## src/psc_pkg.sv

```systemverilog
`timescale 1ns / 1ps
`default_nettype none
// ---------------------------------------------------------------------------
// psc_pkg
// Types, codes and constants shared by the pursuit steering controller.
// ---------------------------------------------------------------------------
package psc_pkg;

    localparam int CORDIC_STEPS = 22;
    localparam int APB_AW       = 5;

    localparam logic [4:0] CORDIC_LAST = 5'd21;
    localparam logic [4:0] SQRT_LAST   = 5'd31;
    localparam logic [4:0] DIV_LAST    = 5'd15;

    localparam logic signed [32:0] CORDIC_K = 33'sd652032874;

    // register indexes
    localparam logic [2:0] REG_SLOWDOWN_GAIN  = 3'd0;
    localparam logic [2:0] REG_ARRIVE_DIST    = 3'd1;
    localparam logic [2:0] REG_REVERSE_DOT    = 3'd2;
    localparam logic [2:0] REG_FORWARD_DOT    = 3'd3;
    localparam logic [2:0] REG_TURN_THRESHOLD = 3'd4;
    localparam logic [2:0] REG_ACCEL_SCALE    = 3'd5;
    localparam logic [2:0] REG_TURN_SCALE     = 3'd6;

    // reset values
    localparam logic [15:0]        RST_SLOWDOWN_GAIN  = 16'd200;
    localparam logic [30:0]        RST_ARRIVE_DIST    = 31'd655360;
    localparam logic signed [15:0] RST_REVERSE_DOT    = -16'sd26214;
    localparam logic signed [15:0] RST_FORWARD_DOT    = 16'sd16384;
    localparam logic [15:0]        RST_TURN_THRESHOLD = 16'd24576;
    localparam logic [15:0]        RST_ACCEL_SCALE    = 16'd32768;
    localparam logic [15:0]        RST_TURN_SCALE     = 16'd58982;

    typedef struct packed {
        logic [15:0]        slowdown_gain;
        logic [30:0]        arrive_distance;
        logic signed [15:0] reverse_dot;
        logic signed [15:0] forward_dot;
        logic [15:0]        turn_threshold;
        logic [15:0]        accel_scale;
        logic [15:0]        turn_scale;
    } t_cfg;

    typedef enum logic [4:0] {
        S_IDLE, S_NORM, S_VEC, S_BEAR, S_ERR, S_ROT, S_DOT, S_SQ_PRE, S_SQ_MUL1,
        S_SQ_ITER, S_DIST, S_DECIDE, S_ACHK, S_ADIV, S_ACUBE1, S_ACUBE2, S_ACUBE3,
        S_TCHK, S_TDIV, S_TCUBE1, S_TCUBE2, S_TCUBE3, S_OUT
    } t_state;

    typedef enum logic [4:0] {
        OP_NOP, OP_LOAD, OP_NORM_R, OP_NORM_L, OP_VEC_INIT, OP_VEC, OP_BEAR, OP_ERR,
        OP_ROT, OP_DOT, OP_SQ_PRE, OP_SQ_MUL0, OP_SQ_MUL1, OP_SQ_ITER, OP_DIST,
        OP_DECIDE, OP_DIV_A, OP_DIV_T, OP_FULL_A, OP_FULL_T, OP_DIV, OP_CUBE1,
        OP_CUBE2, OP_CUBE3_A, OP_CUBE3_T, OP_OUT
    } t_op;

    typedef struct packed {
        t_op        op;
        logic [4:0] step;
    } t_cmd;

    typedef struct packed {
        logic zero;
        logic nrm_hi;
        logic nrm_lo;
        logic pre_big;
        logic arrived;
        logic a_go;
        logic t_go;
        logic out_busy;
    } t_stat;

    // arctangent of 2^-i in 1/2^24 turn
    function automatic logic [21:0] atan_lut(input logic [4:0] idx);
        logic [21:0] v;
        unique case (idx)
            5'd0:    v = 22'd2097152;
            5'd1:    v = 22'd1238021;
            5'd2:    v = 22'd654136;
            5'd3:    v = 22'd332050;
            5'd4:    v = 22'd166669;
            5'd5:    v = 22'd83416;
            5'd6:    v = 22'd41718;
            5'd7:    v = 22'd20860;
            5'd8:    v = 22'd10430;
            5'd9:    v = 22'd5215;
            5'd10:   v = 22'd2608;
            5'd11:   v = 22'd1304;
            5'd12:   v = 22'd652;
            5'd13:   v = 22'd326;
            5'd14:   v = 22'd163;
            5'd15:   v = 22'd81;
            5'd16:   v = 22'd41;
            5'd17:   v = 22'd20;
            5'd18:   v = 22'd10;
            5'd19:   v = 22'd5;
            5'd20:   v = 22'd3;
            5'd21:   v = 22'd1;
            default: v = 22'd0;
        endcase
        return v;
    endfunction

endpackage
`default_nettype wire

```

## src/psc_ctrl.sv

```systemverilog
`timescale 1ns / 1ps
`default_nettype none
// ---------------------------------------------------------------------------
// psc_ctrl
// Sequencer: walks one sample through the shared datapath steps.
// ---------------------------------------------------------------------------
module psc_ctrl (
    input  logic            i_clk,
    input  logic            i_rst_n,
    input  logic            i_in_valid,
    output logic            o_in_ready,
    input  psc_pkg::t_stat  i_stat,
    output psc_pkg::t_cmd   o_cmd
);
    import psc_pkg::*;

    t_state     r_state, n_state;
    logic [4:0] r_cnt, n_cnt;
    t_op        w_op;

    always_ff @(posedge i_clk) begin
        if (!i_rst_n) begin
            r_state <= S_IDLE;
            r_cnt   <= '0;
        end else begin
            r_state <= n_state;
            r_cnt   <= n_cnt;
        end
    end

    always_comb begin
        n_state    = r_state;
        n_cnt      = r_cnt + 5'd1;
        w_op       = OP_NOP;
        o_in_ready = 1'b0;
        unique case (r_state)
            S_IDLE: begin
                o_in_ready = 1'b1;
                if (i_in_valid) begin
                    w_op    = OP_LOAD;
                    n_state = S_NORM;
                end
            end
            S_NORM: begin
                n_cnt = '0;
                priority if (i_stat.zero) begin
                    n_state = S_BEAR;
                end else if (i_stat.nrm_hi) begin
                    w_op = OP_NORM_R;
                end else if (i_stat.nrm_lo) begin
                    w_op = OP_NORM_L;
                end else begin
                    w_op    = OP_VEC_INIT;
                    n_state = S_VEC;
                end
            end
            S_VEC: begin
                w_op = OP_VEC;
                if (r_cnt == CORDIC_LAST) n_state = S_BEAR;
            end
            S_BEAR: begin
                w_op    = OP_BEAR;
                n_state = S_ERR;
            end
            S_ERR: begin
                w_op    = OP_ERR;
                n_cnt   = '0;
                n_state = S_ROT;
            end
            S_ROT: begin
                w_op = OP_ROT;
                if (r_cnt == CORDIC_LAST) n_state = S_DOT;
            end
            S_DOT: begin
                w_op    = OP_DOT;
                n_state = S_SQ_PRE;
            end
            S_SQ_PRE: begin
                if (i_stat.pre_big) begin
                    w_op = OP_SQ_PRE;
                end else begin
                    w_op    = OP_SQ_MUL0;
                    n_state = S_SQ_MUL1;
                end
            end
            S_SQ_MUL1: begin
                w_op    = OP_SQ_MUL1;
                n_cnt   = '0;
                n_state = S_SQ_ITER;
            end
            S_SQ_ITER: begin
                w_op = OP_SQ_ITER;
                if (r_cnt == SQRT_LAST) n_state = S_DIST;
            end
            S_DIST: begin
                w_op    = OP_DIST;
                n_state = S_DECIDE;
            end
            S_DECIDE: begin
                w_op    = OP_DECIDE;
                n_state = S_ACHK;
            end
            S_ACHK: begin
                n_cnt = '0;
                priority if (i_stat.arrived) begin
                    n_state = S_OUT;
                end else if (i_stat.a_go) begin
                    w_op    = OP_DIV_A;
                    n_state = S_ADIV;
                end else begin
                    w_op    = OP_FULL_A;
                    n_state = S_TCHK;
                end
            end
            S_ADIV: begin
                w_op = OP_DIV;
                if (r_cnt == DIV_LAST) n_state = S_ACUBE1;
            end
            S_ACUBE1: begin
                w_op    = OP_CUBE1;
                n_state = S_ACUBE2;
            end
            S_ACUBE2: begin
                w_op    = OP_CUBE2;
                n_state = S_ACUBE3;
            end
            S_ACUBE3: begin
                w_op    = OP_CUBE3_A;
                n_state = S_TCHK;
            end
            S_TCHK: begin
                n_cnt = '0;
                if (i_stat.t_go) begin
                    w_op    = OP_DIV_T;
                    n_state = S_TDIV;
                end else begin
                    w_op    = OP_FULL_T;
                    n_state = S_OUT;
                end
            end
            S_TDIV: begin
                w_op = OP_DIV;
                if (r_cnt == DIV_LAST) n_state = S_TCUBE1;
            end
            S_TCUBE1: begin
                w_op    = OP_CUBE1;
                n_state = S_TCUBE2;
            end
            S_TCUBE2: begin
                w_op    = OP_CUBE2;
                n_state = S_TCUBE3;
            end
            S_TCUBE3: begin
                w_op    = OP_CUBE3_T;
                n_state = S_OUT;
            end
            S_OUT: begin
                if (!i_stat.out_busy) begin
                    w_op    = OP_OUT;
                    n_state = S_IDLE;
                end
            end
            default: n_state = S_IDLE;
        endcase
    end

    assign o_cmd.op   = w_op;
    assign o_cmd.step = r_cnt;

endmodule
`default_nettype wire

```

## config.mk

```make
export PLATFORM = sky130hd
export DESIGN_NAME = psc_ctrl
export DESIGN_NICKNAME = d
export VERILOG_FILES = /design/src/psc_pkg.sv /design/src/psc_ctrl.sv
export SDC_FILE = /design/constraint.sdc
export NUM_CORES = 1
export LEC_CHECK = 0
export BUFFER_PORTS_ARGS = -buffer_cell sky130_fd_sc_hd__buf_4
export CAP_MARGIN = 10
export CORE_UTILIZATION = 40
export CTS_BUF_LIST = sky130_fd_sc_hd__clkbuf_4
export CTS_CLUSTER_DIAMETER = 200
export DETAILED_ROUTE_END_ITERATION = 10
export MAX_ROUTING_LAYER = met4
export SYNTH_ARGS = -nofsm -noshare
export SYNTH_HDL_FRONTEND = slang
export SYNTH_SLANG_ARGS = --single-unit
```

## constraint.sdc

```tcl
create_clock -name i_clk -period 1.8 [get_ports i_clk]
set_clock_uncertainty 0.15 [all_clocks]
set_input_delay 0.27 -clock i_clk [delete_from_list [all_inputs] [get_ports i_clk]]
set_output_delay 0.27 -clock i_clk [all_outputs]
set_load 0.005 [all_outputs]
```

==> run metrics <==
status=finished, violations left; failing checks=setup timing; top-area cell type share of the netlist area=0.188; post-synth top area cell=dfxtp_1; Crit. Startpoint=r_state[0]$_SDFFE_PN0P_; Max Cap Viol=0; complex-gate fraction of the synthesized area=0.322; maximum clock path buffer count=2; via count=between 1,000 and 1,500; number of top-level pins=22; CTS tree=built; Clock Sinks=10; Synth Area in Simple Gates=0.302; combinational share of power=0.641; Worst EP arrival=1470 ps; EDFF count, synth=0; Chip Width=53.6 µm; cts bufs inserted=3; Unique masters post-synth=50; CTS Root Buffer Type=clkbuf_4; hold-fix buffers at CTS=0; Net Sw Frac=0.385; Reg power frac=0.247; VDD IR max=0.663 mV; Clock Pin Slew Worst Setup and Hold Paths=60 ps; routed vias/inst=5.61; Post-DRT Antenna Nets=0; unrepaired setup endpoints after global routing=true; largest net degree at the start of global routing=14; CP Launch Type=flip-flop; Worst EP required=1380 ps; main flop type after synthesis=dfxtp_1; Layout area overhead=65.9%; CP Capture Type=primary output; Worst Tran Pin Value=380 ps; routability-driven placement congestion ratio=0.895; Syn Inst Count=147; relative slew slack=0.745; Final Net Count=between 200 and 250; antenna cells=0; XOR/XNOR share of the synthesized area=0.0165; Iter 0 DRT Violations=16; #FFs+latches synth=10; syn_area_per_cell=approximately 7.2 µm²; Hold Crit Start=i_rst_n; drt drc=0; Hold Fails Final Rpt=0; largest family of logic cells by synthesized area=compound AO/OA/AOI/OAI gates; slowest cell on the critical path=dfxtp_4; Async SR Flop Fraction=0; mux share of post-synthesis cell area=0.0376; Synth Area in Adders=0.0471; remaining global-route overflow=0; H-Tree Depth=1; PwrDens=approximately 730 mW/mm²; fmax=530 MHz; final WL=3.44 mm; Top delay family on crit path=compound AO/OA/AOI/OAI gates; crit-path max cell delay=slightly below 400 ps; filler instances=200; worst setup margin=-85.1 ps; Initial Utilization=0.425; initial antenna violation count=0; first-pass GRT wire length=5.42 mm; number of buffers and inverters on the critical path=2; setup TNS=-245 ps; wire length per cell=14.8 µm; Hold WC Path Type=input pin to flip-flop; RR Startpoint=r_state[2]$_SDFFE_PN0P_; cell with the most instances after synthesis=nor2_1; final number of max-transition violations=0; internal power=0.794 mW; post-layout minimum cycle time=1890 ps; num rows=18; Layout Cells excl Fill=233; Area contributors post-synth=dfxtp_1 19%, nor2_1 6.4%, ha_1 4.7%; layout cells sized above 1=0.517; Core Region=0.00250 mm²; net switching power=between 0.4 and 0.5 mW; Clk Latency, worst-skew pair=260 ps; Clk pwr share=0.113; fin crit share=1.05; input/output buffers=21; sequential area share after synthesis=0.188; post-synth net total=162; detailed placer's ending HPWL=2.40 mm; final setup vio count=8; leak pwr=~0.75 nW; Placed Cells incl. Taps=216; number of global-route vias before repair=around 1,200; synthesized area=0.00106 mm²; critical setup path kind=flip-flop to primary output; GRT Total Usage=0.270; leading cell types by count after synthesis=18 x nor2_1, 10 x dfxtp_1, 10 x nand2_1, 9 x o21ai_0, 8 x a21oi_1; crit-path cells=buf_6 -> nor2_1 -> a311o_1 -> a2bb2oi_2 -> o21ai_1 -> buf_4; peak fanout along the critical path=6; Die Y=53.6 µm; synth warn=0; Pre-antenna DRT Iters=4; die area=0.00287 mm²
==> final timing paths <==
check | cells after the start | slack, ps | to
setup / recovery | 6 | -90 | o_cmd[5]
hold / removal | 2 | 150 | r_state[1]$_SDFFE_PN0P_
setup reg to reg | 7 | -40 | r_state[2]$_SDFFE_PN0P_
hold reg to reg | 2 | 430 | r_cnt[3]$_SDFF_PP0_
==> cell families (layout without fill, tap and decap cells) <==
logic type | count (synthesis) | count (layout)
AND/OR/NAND/NOR | 61 | 61
multiplexers | 4 | 4
buffers and inverters | 18 | 74
AO/OA/AOI/OAI | 48 | 48
flip-flops | 10 | 10
XOR/XNOR | 2 | 2
adder cells (fa/ha/maj) | 4 | 4
==> worst register-to-register path, cell delays in order (launching register included) <==
cell and delay [ps]:
dfxtp_4 370, buf_6 140, nor2b_4 130, buf_4 130, a32oi_1 250, a2bb2oi_2 240, nand2_2 140, o22ai_1 200
==> layout by cell type (no fill, tap or decap), types with 3 or more instances in the layout <==
cell      synthesis  routed
a21oi_1           8       7
a311o_1           3       3
nor2_1           18      15
dfxtp_1          10       3
buf_6             1       7
dfxtp_4           0       6
nor2b_1           6       4
nand3_1           6       6
nand2_1          10      10
buf_4             2      58
o21ai_0           9       6
mux2i_1           4       4
o21ai_1           3       4
ha_4              0       3
clkbuf_4          0       3
==> power by group through the flow <==
stage / Clock, mW / Combinational, mW / Sequential [mW]
2_1_floorplan: 0 / 0.361 / 0.287
3_3_place_gp: 0 / 0.658 / 0.291
3_5_place_dp: 0 / 0.661 / 0.296
4_1_cts: 0.153 / 0.773 / 0.309
5_1_grt: 0.162 / 0.899 / 0.326
6_report: 0.146 / 0.828 / 0.318
==> flip-flops by register name, summed over array words and instances (netlist names) <==
signal,count
r_cnt,5
r_state,5
==> per-stage QoR <==
step           power [mW]   util  hold slack [ps]  worst slack [ps]  area [µm²]
2_1_floorplan       0.648      -              309              11.4        1070
3_3_place_gp        0.949  0.570              382             -63.2        1430
3_5_place_dp        0.957  0.570              402              -125        1430
4_1_cts              1.23  0.670              140             -79.4        1680
5_1_grt              1.39  0.706              149              -157        1760
6_report             1.29  0.706              145             -85.1        1760
==> per-layer routing <==
layer / GRT usage / wire length (µm) / vias to the layer above
met5: - / 0 / -
met4: 0.114 / 107 / 0
met3: 0.0339 / 121 / 12
met2: 0.454 / 1700 / 36
met1: 0.324 / 1510 / 602
li1: - / - / 657
==> area by class of cell <==
cell class	count	area, µm²	share of cell area
well taps	30	37.5	0.0213
flip-flops and latches	10	224	0.127
multi-input cells	119	917	0.520
repair buffers	66	534	0.303
clock buffers	3	22.5	0.0128
inverters	5	28.8	0.0163
==> what timing repair did <==
item,CTS,global route
cloned,0,0
endpoints found under the hold margin,0,0
setup endpoints to repair,10,11
pin swaps,9,6
setup buffers,9,5
gates resized for setup,44,12
No activity file was read; power rests on OpenSTA's default activity.
